`src/hdl/gitc_pkg.sv`:
```
package gitc_pkg;

    // Field widths
    localparam int OpW       = 1;
    localparam int DegW      = 10;
    localparam int RateW     = 20;
    localparam int TimeW     = 32;
    localparam int SpeedW    = 10;
    localparam int MinMsW    = 16;
    localparam int DriveW    = 11;
    localparam int AngleW    = 32;
    localparam int CfgIdxW   = 3;
    localparam int CfgDataW  = 16;

    // Integration datapath widths
    localparam int SumW      = RateW + 1;
    localparam int DeltaW    = 16;
    localparam int MagW      = 36;
    localparam int ProdW     = SumW + DeltaW;
    localparam int TruncW    = 32;
    localparam int HalfW     = TruncW / 2;
    localparam int RecipW    = 29;
    localparam int PpW       = HalfW + RecipW;
    localparam int FullW     = PpW + HalfW;
    localparam int RecipShift = 35;
    localparam int QuoW      = FullW - RecipShift;
    localparam int IncW      = QuoW + 1;
    localparam int ErrW      = AngleW + 2;

    // Round-to-nearest bias for the divide by 2000, and the reciprocal of 125
    // scaled by 2^35 (the remaining factor 16 is taken out by a shift)
    localparam logic [MagW-1:0]   RoundBias = MagW'(1000);
    localparam logic [RecipW-1:0] Recip     = RecipW'(274877907);

    typedef enum logic [OpW-1:0] {
        OP_START  = 1'b0,
        OP_SAMPLE = 1'b1
    } op_t;

    typedef enum logic [CfgIdxW-1:0] {
        CFG_FULL_SPEED   = 3'd0,
        CFG_CORR_SPEED   = 3'd1,
        CFG_SLOW_ZONE    = 3'd2,
        CFG_DONE_TOL     = 3'd3,
        CFG_MIN_TURN_MS  = 3'd4
    } cfg_idx_t;

    // Per-word control carried down the pipeline
    typedef struct packed {
        logic            is_start;
        logic            proc;
        logic            time_ok;
        logic [DegW-1:0] goal;
    } item_ctl_t;

endpackage

```
`src/hdl/gitc_ifs.sv`:
```
interface gitc_in_if;
    logic                               valid;
    logic                               ready;
    logic [gitc_pkg::OpW-1:0]           operation;
    logic [gitc_pkg::DegW-1:0]          target_degrees;
    logic signed [gitc_pkg::RateW-1:0]  rate_z;
    logic [gitc_pkg::TimeW-1:0]         time_ms;

    modport source (output valid, output operation, output target_degrees,
                    output rate_z, output time_ms, input ready);
    modport sink   (input valid, input operation, input target_degrees,
                    input rate_z, input time_ms, output ready);
endinterface

interface gitc_out_if;
    logic                               valid;
    logic                               ready;
    logic signed [gitc_pkg::DriveW-1:0] drive_left;
    logic signed [gitc_pkg::DriveW-1:0] drive_right;
    logic signed [gitc_pkg::AngleW-1:0] angle_turned;
    logic                               done_res;

    modport source (output valid, output drive_left, output drive_right,
                    output angle_turned, output done_res, input ready);
    modport sink   (input valid, input drive_left, input drive_right,
                    input angle_turned, input done_res, output ready);
endinterface

interface gitc_cfg_if;
    logic                              valid;
    logic                              ready;
    logic [gitc_pkg::CfgIdxW-1:0]      index;
    logic [gitc_pkg::CfgDataW-1:0]     data;

    modport source (output valid, output index, output data, input ready);
    modport sink   (input valid, input index, input data, output ready);
endinterface

```
`src/hdl/gyro_integrating_turn_controller_unit.sv`:
```
// An accepted input word passes s1, s2, s3 and s4 into the result register.
// Throughput: one word per cycle unless the result port stalls; the accumulator add
// and finish decision close in a single stage, so back-to-back samples never
// wait on each other. Divide by 2000: two 16x29 partial products in s3, summed
// in s4. Reset (rst_n low, asynchronous): registers, accumulator and pipeline
// clear, the controller is idle and samples are dropped until a start word.
module gyro_integrating_turn_controller_unit (
    input  logic        clk,
    input  logic        rst_n,
    gitc_in_if.sink     sample_in,
    gitc_out_if.source  result_out,
    gitc_cfg_if.sink    cfg
);

    // Configuration registers
    logic [gitc_pkg::SpeedW-1:0] full_speed_reg;
    logic [gitc_pkg::SpeedW-1:0] corr_speed_reg;
    logic [gitc_pkg::DegW-1:0]   slow_zone_reg;
    logic [gitc_pkg::DegW-1:0]   done_tol_reg;
    logic [gitc_pkg::MinMsW-1:0] min_turn_ms_reg;

    // Front-end copy of the sample history, tracked from the input stream
    logic [gitc_pkg::RateW-1:0]  last_rate_reg;
    logic [gitc_pkg::TimeW-1:0]  last_time_reg;
    logic [gitc_pkg::TimeW-1:0]  begin_time_reg;
    logic [gitc_pkg::DegW-1:0]   goal_reg;

    // Pipeline stages
    logic                          s1_valid_reg;
    gitc_pkg::item_ctl_t           s1_ctl_reg;
    logic [gitc_pkg::SumW-1:0]     s1_abs_sum_reg;
    logic                          s1_neg_reg;
    logic [gitc_pkg::DeltaW-1:0]   s1_delta_reg;

    logic                          s2_valid_reg;
    gitc_pkg::item_ctl_t           s2_ctl_reg;
    logic [gitc_pkg::MagW-1:0]     s2_mag_reg;
    logic                          s2_neg_reg;

    logic                          s3_valid_reg;
    gitc_pkg::item_ctl_t           s3_ctl_reg;
    logic [gitc_pkg::PpW-1:0]      s3_pp_hi_reg;
    logic [gitc_pkg::PpW-1:0]      s3_pp_lo_reg;
    logic                          s3_neg_reg;

    logic                          s4_valid_reg;
    gitc_pkg::item_ctl_t           s4_ctl_reg;
    logic [gitc_pkg::IncW-1:0]     s4_inc_reg;

    // Turn state
    logic [gitc_pkg::AngleW-1:0]   turned_acc_reg;
    logic                          turning_reg;

    // Result register
    logic                          res_valid_reg;
    logic [gitc_pkg::DriveW-1:0]   res_drive_left_reg;
    logic [gitc_pkg::DriveW-1:0]   res_drive_right_reg;
    logic [gitc_pkg::AngleW-1:0]   res_angle_reg;
    logic                          res_done_reg;

    // Handshake chain
    logic out_free;
    logic emit4;
    logic take4;
    logic adv4;
    logic adv3;
    logic adv2;
    logic adv1;
    logic accept_in;

    // Stage 1 combinational
    logic                        in_start;
    logic [gitc_pkg::TimeW-1:0]  time_diff;
    logic                        new_time;
    logic [gitc_pkg::DeltaW-1:0] delta;
    logic [gitc_pkg::SumW-1:0]   rate_sum;
    logic [gitc_pkg::SumW-1:0]   abs_sum;
    logic [gitc_pkg::TimeW-1:0]  elapsed;
    gitc_pkg::item_ctl_t         in_ctl;

    // Stage 2..4 combinational
    logic [gitc_pkg::ProdW-1:0]  mag_prod;
    logic [gitc_pkg::MagW-1:0]   mag_round;
    logic [gitc_pkg::TruncW-1:0] mag_trunc;
    logic [gitc_pkg::FullW-1:0]  recip_full;
    logic [gitc_pkg::QuoW-1:0]   quo;
    logic [gitc_pkg::IncW-1:0]   quo_ext;

    // Stage 5 combinational
    logic [gitc_pkg::AngleW:0]   acc_sum;
    logic [gitc_pkg::AngleW-1:0] acc_sat;
    logic [gitc_pkg::ErrW-1:0]   goal_ext;
    logic [gitc_pkg::ErrW-1:0]   err;
    logic [gitc_pkg::ErrW-1:0]   err_mag;
    logic [gitc_pkg::ErrW-1:0]   slow_lim;
    logic                        start_done;
    logic                        sample_done;
    logic [gitc_pkg::DriveW-1:0] sample_drive;
    logic [gitc_pkg::DriveW-1:0] drive_next;
    logic [gitc_pkg::AngleW-1:0] angle_next;
    logic                        done_next;
    logic [gitc_pkg::AngleW-1:0] acc_next;
    logic                        turning_next;

    // Configuration writes
    assign cfg.ready = 1'b1;

    always_ff @(posedge clk or negedge rst_n)
    begin
        if (!rst_n)
        begin
            full_speed_reg  <= '0;
            corr_speed_reg  <= '0;
            slow_zone_reg   <= '0;
            done_tol_reg    <= '0;
            min_turn_ms_reg <= '0;
        end
        else if (cfg.valid)
        begin
            case (gitc_pkg::cfg_idx_t'(cfg.index))
                gitc_pkg::CFG_FULL_SPEED:  full_speed_reg  <= cfg.data[gitc_pkg::SpeedW-1:0];
                gitc_pkg::CFG_CORR_SPEED:  corr_speed_reg  <= cfg.data[gitc_pkg::SpeedW-1:0];
                gitc_pkg::CFG_SLOW_ZONE:   slow_zone_reg   <= cfg.data[gitc_pkg::DegW-1:0];
                gitc_pkg::CFG_DONE_TOL:    done_tol_reg    <= cfg.data[gitc_pkg::DegW-1:0];
                gitc_pkg::CFG_MIN_TURN_MS: min_turn_ms_reg <= cfg.data[gitc_pkg::MinMsW-1:0];
                default:                   ;
            endcase
        end
    end

    // Advance stages whenever the next one is empty or moving
    assign out_free  = !res_valid_reg || result_out.ready;
    assign emit4     = s4_ctl_reg.is_start || (turning_reg && s4_ctl_reg.proc);
    assign take4     = s4_valid_reg && (!emit4 || out_free);
    assign adv4      = !s4_valid_reg || take4;
    assign adv3      = !s3_valid_reg || adv4;
    assign adv2      = !s2_valid_reg || adv3;
    assign adv1      = !s1_valid_reg || adv2;
    assign sample_in.ready = adv1;
    assign accept_in = sample_in.valid && adv1;

    // Stage 1: time delta, rate sum and elapsed check against the history
    always_comb
    begin
        in_start  = (gitc_pkg::op_t'(sample_in.operation) == gitc_pkg::OP_START);
        time_diff = sample_in.time_ms - last_time_reg;
        new_time  = (sample_in.time_ms != last_time_reg);
        delta     = (|time_diff[gitc_pkg::TimeW-1:gitc_pkg::DeltaW]) ? '1
                                                               : time_diff[gitc_pkg::DeltaW-1:0];
        rate_sum  = {sample_in.rate_z[gitc_pkg::RateW-1], sample_in.rate_z}
                  + {last_rate_reg[gitc_pkg::RateW-1], last_rate_reg};
        abs_sum   = rate_sum[gitc_pkg::SumW-1] ? (-rate_sum) : rate_sum;
        elapsed   = sample_in.time_ms - begin_time_reg;
        in_ctl.is_start = in_start;
        in_ctl.proc     = !in_start && new_time;
        in_ctl.time_ok  = (elapsed >= {{(gitc_pkg::TimeW-gitc_pkg::MinMsW){1'b0}},
                                       min_turn_ms_reg});
        in_ctl.goal     = in_start ? sample_in.target_degrees : goal_reg;
    end

    // Track the last sample; words ignored downstream are harmless here
    // because the next start overwrites all of it
    always_ff @(posedge clk or negedge rst_n)
    begin
        if (!rst_n)
        begin
            last_rate_reg  <= '0;
            last_time_reg  <= '0;
            begin_time_reg <= '0;
            goal_reg       <= '0;
        end
        else if (accept_in)
        begin
            if (in_start)
            begin
                last_rate_reg  <= sample_in.rate_z;
                last_time_reg  <= sample_in.time_ms;
                begin_time_reg <= sample_in.time_ms;
                goal_reg       <= sample_in.target_degrees;
            end
            else if (new_time)
            begin
                last_rate_reg <= sample_in.rate_z;
                last_time_reg <= sample_in.time_ms;
            end
        end
    end

    // Stage 2..4 datapath
    assign mag_prod  = s1_abs_sum_reg * s1_delta_reg;
    assign mag_round = s2_mag_reg + gitc_pkg::RoundBias;
    assign mag_trunc = mag_round[gitc_pkg::MagW-1:gitc_pkg::MagW-gitc_pkg::TruncW];
    assign recip_full = {s3_pp_hi_reg, {gitc_pkg::HalfW{1'b0}}}
                      + {{gitc_pkg::HalfW{1'b0}}, s3_pp_lo_reg};
    assign quo       = recip_full[gitc_pkg::FullW-1:gitc_pkg::RecipShift];
    assign quo_ext   = {1'b0, quo};

    // Valid bits
    always_ff @(posedge clk or negedge rst_n)
    begin
        if (!rst_n)
        begin
            s1_valid_reg <= 1'b0;
            s2_valid_reg <= 1'b0;
            s3_valid_reg <= 1'b0;
            s4_valid_reg <= 1'b0;
        end
        else
        begin
            if (adv1)
            begin
                s1_valid_reg <= sample_in.valid;
            end
            if (adv2)
            begin
                s2_valid_reg <= s1_valid_reg;
            end
            if (adv3)
            begin
                s3_valid_reg <= s2_valid_reg;
            end
            if (adv4)
            begin
                s4_valid_reg <= s3_valid_reg;
            end
        end
    end

    // Stage payloads
    always_ff @(posedge clk)
    begin
        if (adv1)
        begin
            s1_ctl_reg     <= in_ctl;
            s1_abs_sum_reg <= abs_sum;
            s1_neg_reg     <= rate_sum[gitc_pkg::SumW-1];
            s1_delta_reg   <= delta;
        end
        if (adv2)
        begin
            s2_ctl_reg <= s1_ctl_reg;
            s2_mag_reg <= mag_prod[gitc_pkg::MagW-1:0];
            s2_neg_reg <= s1_neg_reg;
        end
        if (adv3)
        begin
            s3_ctl_reg   <= s2_ctl_reg;
            s3_pp_hi_reg <= mag_trunc[gitc_pkg::TruncW-1:gitc_pkg::HalfW] * gitc_pkg::Recip;
            s3_pp_lo_reg <= mag_trunc[gitc_pkg::HalfW-1:0] * gitc_pkg::Recip;
            s3_neg_reg   <= s2_neg_reg;
        end
        if (adv4)
        begin
            s4_ctl_reg <= s3_ctl_reg;
            s4_inc_reg <= s3_neg_reg ? (-quo_ext) : quo_ext;
        end
    end

    // Stage 5: accumulate, check finish and pick the drive
    always_comb
    begin
        acc_sum = {{(gitc_pkg::AngleW+1-gitc_pkg::IncW){s4_inc_reg[gitc_pkg::IncW-1]}},
                   s4_inc_reg}
                + {turned_acc_reg[gitc_pkg::AngleW-1], turned_acc_reg};
        if (acc_sum[gitc_pkg::AngleW] != acc_sum[gitc_pkg::AngleW-1])
        begin
            acc_sat = acc_sum[gitc_pkg::AngleW] ? {1'b1, {(gitc_pkg::AngleW-1){1'b0}}}
                                                : {1'b0, {(gitc_pkg::AngleW-1){1'b1}}};
        end
        else
        begin
            acc_sat = acc_sum[gitc_pkg::AngleW-1:0];
        end

        goal_ext = {{(gitc_pkg::ErrW-gitc_pkg::DegW-8){1'b0}}, s4_ctl_reg.goal, 8'b0};
        err      = goal_ext - {{2{acc_sat[gitc_pkg::AngleW-1]}}, acc_sat};
        err_mag  = err[gitc_pkg::ErrW-1] ? (-err) : err;
        slow_lim = {{(gitc_pkg::ErrW-gitc_pkg::DegW-8){1'b0}}, slow_zone_reg, 8'b0};

        sample_done = (err_mag[gitc_pkg::ErrW-1:8]
                       <= {{(gitc_pkg::ErrW-8-gitc_pkg::DegW){1'b0}}, done_tol_reg})
                   && s4_ctl_reg.time_ok;
        start_done  = (s4_ctl_reg.goal <= done_tol_reg) && (min_turn_ms_reg == '0);

        if ($signed(err) > $signed(slow_lim))
        begin
            sample_drive = {1'b0, full_speed_reg};
        end
        else if (!err[gitc_pkg::ErrW-1] && (err != '0))
        begin
            sample_drive = {1'b0, corr_speed_reg};
        end
        else
        begin
            sample_drive = -{1'b0, corr_speed_reg};
        end

        if (s4_ctl_reg.is_start)
        begin
            done_next    = start_done;
            drive_next   = start_done ? '0 : {1'b0, full_speed_reg};
            angle_next   = '0;
            acc_next     = '0;
            turning_next = !start_done;
        end
        else
        begin
            done_next    = sample_done;
            drive_next   = sample_done ? '0 : sample_drive;
            angle_next   = acc_sat;
            acc_next     = acc_sat;
            turning_next = !sample_done;
        end
    end

    // Commit turn state when a word produces its result
    always_ff @(posedge clk or negedge rst_n)
    begin
        if (!rst_n)
        begin
            turned_acc_reg <= '0;
            turning_reg    <= 1'b0;
        end
        else if (take4 && emit4)
        begin
            turned_acc_reg <= acc_next;
            turning_reg    <= turning_next;
        end
    end

    // Result register
    always_ff @(posedge clk or negedge rst_n)
    begin
        if (!rst_n)
        begin
            res_valid_reg <= 1'b0;
        end
        else if (take4 && emit4)
        begin
            res_valid_reg <= 1'b1;
        end
        else if (result_out.ready)
        begin
            res_valid_reg <= 1'b0;
        end
    end

    always_ff @(posedge clk)
    begin
        if (take4 && emit4)
        begin
            res_drive_left_reg  <= drive_next;
            res_drive_right_reg <= -drive_next;
            res_angle_reg       <= angle_next;
            res_done_reg        <= done_next;
        end
    end

    assign result_out.valid        = res_valid_reg;
    assign result_out.drive_left   = res_drive_left_reg;
    assign result_out.drive_right  = res_drive_right_reg;
    assign result_out.angle_turned = res_angle_reg;
    assign result_out.done_res     = res_done_reg;

    // A finished turn never drives the motors
    a_done_stopped: assert property (@(posedge clk) disable iff (!rst_n)
        res_valid_reg && res_done_reg |-> (res_drive_left_reg == '0))
        else $error("done result with nonzero drive");

    // A finishing word leaves the controller idle
    a_done_idles: assert property (@(posedge clk) disable iff (!rst_n)
        take4 && emit4 && done_next |=> !turning_reg)
        else $error("turn still active after done result");

    // An empty first stage always takes a word
    a_front_open: assert property (@(posedge clk) disable iff (!rst_n)
        !s1_valid_reg |-> sample_in.ready)
        else $error("input stalled with empty front stage");

endmodule

```
`src/flat_wrapper.sv`:
```
// flat-port wrapper written by rule: the top's interface ports become plain ports
module gyro_integrating_turn_controller_unit_flat 
  (clk, rst_n, sample_in_valid, sample_in_operation, sample_in_target_degrees, sample_in_rate_z, sample_in_time_ms, sample_in_ready, result_out_valid, result_out_drive_left, result_out_drive_right, result_out_angle_turned, result_out_done_res, result_out_ready, cfg_valid, cfg_index, cfg_data, cfg_ready);
  gitc_in_if sample_in_i ();
  gitc_out_if result_out_i ();
  gitc_cfg_if cfg_i ();
  input  logic clk;
  input  logic rst_n;
  input wire logic [$bits(sample_in_i.valid)-1:0] sample_in_valid;
  input wire logic [$bits(sample_in_i.operation)-1:0] sample_in_operation;
  input wire logic [$bits(sample_in_i.target_degrees)-1:0] sample_in_target_degrees;
  input wire logic [$bits(sample_in_i.rate_z)-1:0] sample_in_rate_z;
  input wire logic [$bits(sample_in_i.time_ms)-1:0] sample_in_time_ms;
  output wire logic [$bits(sample_in_i.ready)-1:0] sample_in_ready;
  output wire logic [$bits(result_out_i.valid)-1:0] result_out_valid;
  output wire logic [$bits(result_out_i.drive_left)-1:0] result_out_drive_left;
  output wire logic [$bits(result_out_i.drive_right)-1:0] result_out_drive_right;
  output wire logic [$bits(result_out_i.angle_turned)-1:0] result_out_angle_turned;
  output wire logic [$bits(result_out_i.done_res)-1:0] result_out_done_res;
  input wire logic [$bits(result_out_i.ready)-1:0] result_out_ready;
  input wire logic [$bits(cfg_i.valid)-1:0] cfg_valid;
  input wire logic [$bits(cfg_i.index)-1:0] cfg_index;
  input wire logic [$bits(cfg_i.data)-1:0] cfg_data;
  output wire logic [$bits(cfg_i.ready)-1:0] cfg_ready;
  assign sample_in_i.valid = sample_in_valid;
  assign sample_in_i.operation = sample_in_operation;
  assign sample_in_i.target_degrees = sample_in_target_degrees;
  assign sample_in_i.rate_z = sample_in_rate_z;
  assign sample_in_i.time_ms = sample_in_time_ms;
  assign sample_in_ready = sample_in_i.ready;
  assign result_out_valid = result_out_i.valid;
  assign result_out_drive_left = result_out_i.drive_left;
  assign result_out_drive_right = result_out_i.drive_right;
  assign result_out_angle_turned = result_out_i.angle_turned;
  assign result_out_done_res = result_out_i.done_res;
  assign result_out_i.ready = result_out_ready;
  assign cfg_i.valid = cfg_valid;
  assign cfg_i.index = cfg_index;
  assign cfg_i.data = cfg_data;
  assign cfg_ready = cfg_i.ready;
  gyro_integrating_turn_controller_unit u_core (.clk(clk), .rst_n(rst_n), .sample_in(sample_in_i), .result_out(result_out_i), .cfg(cfg_i));
endmodule
```
`config.mk`:
```
export PLATFORM = sky130hd
export DESIGN_NAME = gyro_integrating_turn_controller_unit_flat
export DESIGN_NICKNAME = d
export VERILOG_FILES = /design/src/hdl/gitc_pkg.sv /design/src/hdl/gitc_ifs.sv /design/src/hdl/gyro_integrating_turn_controller_unit.sv /design/src/flat_wrapper.sv
export SDC_FILE = /design/constraint.sdc
export NUM_CORES = 2
export LEC_CHECK = 0
export BUFFER_PORTS_ARGS = -buffer_cell sky130_fd_sc_hd__buf_2
export CAP_MARGIN = 0
export CORE_MARGIN = 2
export CORE_UTILIZATION = 30
export CTS_CLUSTER_DIAMETER = 200
export DETAILED_ROUTE_END_ITERATION = 6
export GPL_TIMING_DRIVEN = 0
export PLACE_DENSITY = 0.49
export SETUP_SLACK_MARGIN = 0.2
export SYNTH_ARGS = -nofsm -noshare
export SYNTH_HDL_FRONTEND = slang
export SYNTH_SLANG_ARGS = --single-unit
```
`constraint.sdc`:
```
create_clock -name clk -period 11.41 [get_ports clk]
set_clock_uncertainty 0.15 [all_clocks]
set_input_delay 0.5705 -clock clk [delete_from_list [all_inputs] [get_ports clk]]
set_output_delay 0.5705 -clock clk [all_outputs]
set_load 0.02 [all_outputs]
```
# Yosys cells after proc, flatten, opt, wreduce, memory -nomap -nowiden
# Index checks and enable logic that the tools add are counted.
# totals
regBits,488
in_bits,87
out_inout_bits,58
word_cells,130
# classes
addsub,12
n_mul,3
order_cmp,4
eq_ne,7
muxes,20
n_bitwise,1
reduce_logical,36
# op_table
cell,n
$mux 32,5
$mul 16x29->45 const B,2
$sub 32x32->32,2
$add 61x45->61,1
$mux 20,3
$mux 11,4
$add 36x10->36 const B,1
$mul 21x16->36,1
$gt 34x19->1,1
$mux 34,1
$neg 34->34,1
$reduce_bool 34->1,1
$add 27x32->33,1
$sub 19x32->33,1
$ge 32x16->1,1
$ne 32x32->1,1
$neg 26->27,1
$le 26x10->1,1
$mux 26,1
$add 20x20->21,1
$neg 21->21,1
$mux 10,2
$logic_not 16->1,1
$reduce_or 16->1,1
other kinds (16),47

# Logic depth before layout (Yosys ltp)
# depth
ltp_word,11
depth_mapped,53
ltp_nobuf,46

# Worst setup path after synthesis
# Ideal clock, no wire load.
# synth_timing
kind,flip-flop to flip-flop
startpoint,reg u_core.turned_acc_reg[17] (netlist bit)
endpoint,"reg u_core.res_drive_right_reg (netlist bit u_core.result_out.drive_right[6]), data pin"
setup_ns,0.265
t_arrival_ns,10.321
setup_slack_ns,0.673
stages_incl_launch_ff,51
synth_period_minus_slack_ns,10.737
path_cell_list,dfrtp_1 -> ha_1 -> a21oi_1 -> o21ai_1 -> a21o_1 -> a221oi_1 -> a211oi_1 -> o21ai_0 -> nand2b_1 -> a21o_1 -> xor2_1 -> ha_1 -> clkbuf_1 -> clkbuf_1 -> nand2_1 -> a21oi_1 -> clkbuf_1 -> buf_1 -> [... 15 more ...] -> nand2b_1 -> a21oi_1 -> nor2b_1 -> o21ai_0 -> nand2b_1 -> a21oi_1 -> o21ai_0 -> o31ai_1 -> nand2_1 -> or4_1 -> nor3_2 -> nand2_2 -> a21o_1 -> a22oi_1 -> ha_1 -> inv_1 -> or3b_1 -> xor2_1
# synth_between
elab_chain_len,11
elab_cells_between_ends,18
# synth_lines
element,line_no,rtl
start: declaration,gyro_integrating_turn_controller_unit.sv:51,logic [gitc_pkg::AngleW-1:0] turned_acc_reg;
start signal: assignment,gyro_integrating_turn_controller_unit.sv:326,turned_acc_reg <= acc_next;
$add 27x32->33 (*),gyro_integrating_turn_controller_unit.sv:264,"+ {turned_acc_reg[gitc_pkg::AngleW-1], turned_acc_reg};"
$mux 32 / $ne 1x1->1 (equally long branches),"gyro_integrating_turn_controller_unit.sv:267, gyro_integrating_turn_controller_unit.sv:265",
$mux 32 (*),gyro_integrating_turn_controller_unit.sv:265,if (acc_sum[gitc_pkg::AngleW] != acc_sum[gitc_pkg::AngleW-1])
$sub 19x32->33 (*),gyro_integrating_turn_controller_unit.sv:276,"err = goal_ext - {{2{acc_sat[gitc_pkg::AngleW-1]}}, acc_sat};"
"$neg 34->34, or another cell as far along",gyro_integrating_turn_controller_unit.sv:277,err_mag = err[gitc_pkg::ErrW-1] ? (-err) : err;
$mux 34 / $logic_and 1x1->1 (equally long branches),"gyro_integrating_turn_controller_unit.sv:277, gyro_integrating_turn_controller_unit.sv:289",
$le 26x10->1 / $mux 11 (equally long branches),"gyro_integrating_turn_controller_unit.sv:281, gyro_integrating_turn_controller_unit.sv:289",
$logic_and 1x1->1 / $mux 11 (equally long branches),"gyro_integrating_turn_controller_unit.sv:282, gyro_integrating_turn_controller_unit.sv:285",
$mux 11 (*),gyro_integrating_turn_controller_unit.sv:309,drive_next = sample_done ? '0 : sample_drive;
$mux 11 (*),gyro_integrating_turn_controller_unit.sv:298,if (s4_ctl_reg.is_start)
$neg 11->11 (*),gyro_integrating_turn_controller_unit.sv:353,res_drive_right_reg <= -drive_next;
end signal: assignment,gyro_integrating_turn_controller_unit.sv:353,
end: declaration,gyro_integrating_turn_controller_unit.sv:57,logic [gitc_pkg::DriveW-1:0] res_drive_right_reg;
# Every way passes the cells marked *; elsewhere a longest branch is shown, timed or not.
# A chain may end at the register's enable or synchronous reset.

# Worst setup path in the final report
# layout_timing
startpoint,reg u_core.turned_acc_reg[4] (netlist bit)
endpoint,"reg u_core.res_drive_right_reg (netlist bit u_core.result_out.drive_right[6]), data pin"
# Same word-level chain as after synthesis.

==> metrics.txt <==
Synth warnings=0; area delta synth->final=13.4%; grt ovf=0; Iter 0 DRT Violations=2023; Setup CP Type=reg -> reg; crit path time final=10750 ps; post-synthesis cell count=5310; Worst Max-Slew Pin Slew=roughly 1300 ps; crit-path max cell delay=530 ps; Max Slew Vio Count=0; Hold Vio Cnt, Final=0; final net count=6845; CTS Buffer Depth=3; Starting Density=0.301; drt drc=0; layout cell share with drive strength beyond 1=0.0912; DRT Pass-1 Iters=6; Seq cells post-synth=468; first-pass GRT wire length=about 220 mm; register area share after synthesis=0.254; Tcrit/Tclk final=0.942; num rows=152; top_reg_cell synth=edfxtp_1; Ports=145; Root Buffer=clkbuf_16; most frequent cells in the layout=854 x inv_1, 637 x ha_1, 513 x nand2_1, 513 x fa_1, 288 x nor2_1; CTS tree=done; area of the mapped netlist=51600 sq um; Crit-path slowest cell=or4_4; Worst-Skew Late Latency=690 ps; RSZ-0062 raised after global routing=true; Core Area=171000 sq um; worst rel slew slack=0.159; antenna violations before repair=3; Critical Path AT=11030 ps; data required time of the critical path=11690 ps; Worst Setup End Kind=flip-flop; Post-synth ARST share=0.402; Hold Crit Class=in -> reg; H-tree depth=2; die area=175000 sq um; final WL=138 mm; Avg Cell Area, Syn=9.71 sq um; vias per inst=4.80; Max-Cap Viols=0; Setup-failing EPs final=0; post-route ant nets=0; die height=419 um; Highest Clock Rate=0.0930 GHz; Total GRT Usage=0.160; WL per Instance=around 18 um; syn_nets=6555; via count=37800; Finished Core Util=0.342; Synth cell types=98; status=finished, final reports clean; Largest register FFs=45; Antenna Cells=0; crit path max fanout=10; CP Launch Type=flip-flop; CTS Sinks=approximately 470; Die Span X=419 um; TritonCTS Buffers=59; clock-pin slew on the worst setup and hold paths=~70 ps; largest net degree at the start of global routing=100; vias in the first global route=38600; most common cell after layout, fill and taps aside=inv_1; dpl hpwl=114 mm; Post-synth EDFFs=280; PortBufs=143; RD Place Congestion=0.894
-- logic make-up (layout without fill, tap and decap cells) --
| group | after synthesis | count (layout) | synth area share |
|---|---|---|---|
| AND/OR/NAND/NOR | 1436 | 1436 | 0.135 |
| AO/OA/AOI/OAI | 827 | 827 | 0.104 |
| buffers and inverters | 1003 | 1343 | 0.0736 |
| adder cells (fa/ha/maj) | 1158 | 1158 | 0.356 |
| flip-flops | 468 | 468 | 0.254 |
| multiplexers | 130 | 130 | 0.0281 |
| other | 1 | 1 | 0.0000727 |
| XOR/XNOR | 287 | 287 | 0.0488 |
-- synthesized netlist by cell type (10+ instances only) --
cell type / instances / area share
inv_1: 855 / 0.062
nor2_1: 289 / 0.021
ha_1: 645 / 0.16
or3_1: 31 / 0.0038
nor3_1: 92 / 0.0089
o21a_1: 44 / 0.0064
or2_2: 20 / 0.0024
a2111oi_0: 13 / 0.0022
a31oi_1: 21 / 0.0025
o21ai_0: 193 / 0.019
and2_1: 131 / 0.016
a21o_1: 64 / 0.0093
and3_1: 39 / 0.0047
fa_1: 513 / 0.20
nand3_1: 78 / 0.0076
clkbuf_1: 135 / 0.0098
edfxtp_1: 280 / 0.16
mux2i_1: 17 / 0.0033
a21boi_0: 15 / 0.0022
or4_1: 15 / 0.0022
nand4_1: 48 / 0.0058
dfrtp_1: 188 / 0.091
o2111ai_1: 11 / 0.0019
o31ai_1: 24 / 0.0035
o211ai_1: 18 / 0.0026
a211oi_1: 29 / 0.0042
mux2_2: 112 / 0.024
xnor2_1: 199 / 0.034
nand2b_1: 50 / 0.0061
o21bai_1: 49 / 0.0071
nor2b_1: 48 / 0.0058
and4_1: 12 / 0.0020
nor4_1: 21 / 0.0025
a21oi_1: 219 / 0.021
xor2_1: 88 / 0.015
o21ai_1: 10 / 0.00097
nand2_1: 514 / 0.037
-- worst paths after layout --
| check | from | end | slack (ps) | depth (start not counted) |
|---|---|---|---|---|
| hold reg to reg | u_core.s2_neg_reg | u_core.s3_neg_reg | 270 | 0 |
| setup / recovery | u_core.turned_acc_reg[4] | u_core.result_out.drive_right[6] | 660 | 52 |
| setup reg to reg | u_core.turned_acc_reg[4] | u_core.result_out.drive_right[6] | 660 | 52 |
| max in group asynchronous | rst_n | u_core.turned_acc_reg[6] | 9600 | 3 |
| min in group asynchronous | rst_n | u_core.last_rate_reg[5] | 350 | 2 |
| hold / removal | sample_in_time_ms[26] | u_core.begin_time_reg[26] | 50 | 3 |
-- critical path: cells and delay by family, from the launching register on --
kind,cells,cell delay (ps)
flip-flops,1,380
AND/OR/NAND/NOR,13,2670
adder cells (fa/ha/maj),5,1480
XOR/XNOR,3,690
buffers and inverters,8,1250
AO/OA/AOI/OAI,23,3830
-- timing repair --
| item | CTS | global route |
|---|---|---|
| setup buffers | 6 | 14 |
| gates resized for setup | 63 | 44 |
| hold buffers | 56 | 0 |
| setup endpoints to repair | 23 | 17 |
| hold endpoints to repair | 151 | 0 |
| pin swaps | 10 | 17 |
-- per-stage QoR --
| stage | std cells | setup WS, ps | TNS (ps) | instance area [sq um] | hold WS [ps] |
|---|---|---|---|---|---|
| 5_1_grt | 7883 | 174 | 0 | 58500 | 26.4 |
| 3_3_place_gp | 7686 | -3280 | -59640 | 55100 | 254 |
| 2_1_floorplan | 5310 | 673 | 0 | 51600 | 125 |
| 3_5_place_dp | 7695 | -3350 | -60840 | 55300 | 256 |
| 6_report | 7883 | 659 | 0 | 58500 | 52.0 |
| 4_1_cts | 7868 | 206 | 0 | 58200 | 0.104 |
-- area by class of cell --
class                      instances  area (sq um)
inverter                         855          3210
fill                           17600        113000
clock buffer                      69          1530
tap                             2233          2790
clock inverter                    42           490
timing repair buffer             229          1610
buffer                           148           652
sequential                       468         13100
multi-input combinational       3839         35100
-- per-layer routing --
layer / vias to the layer above / GRT usage / wire, um
li1: 18400 / - / -
met1: 18600 / 0.224 / 65700
met2: 660 / 0.259 / 63300
met3: 149 / 0.0238 / 6040
met4: 2 / 0.0372 / 3060
met5: - / 0 / 7
Power is not shown: default switching activity piles up to over one toggle a cycle in this logic, so the estimate is an artifact.
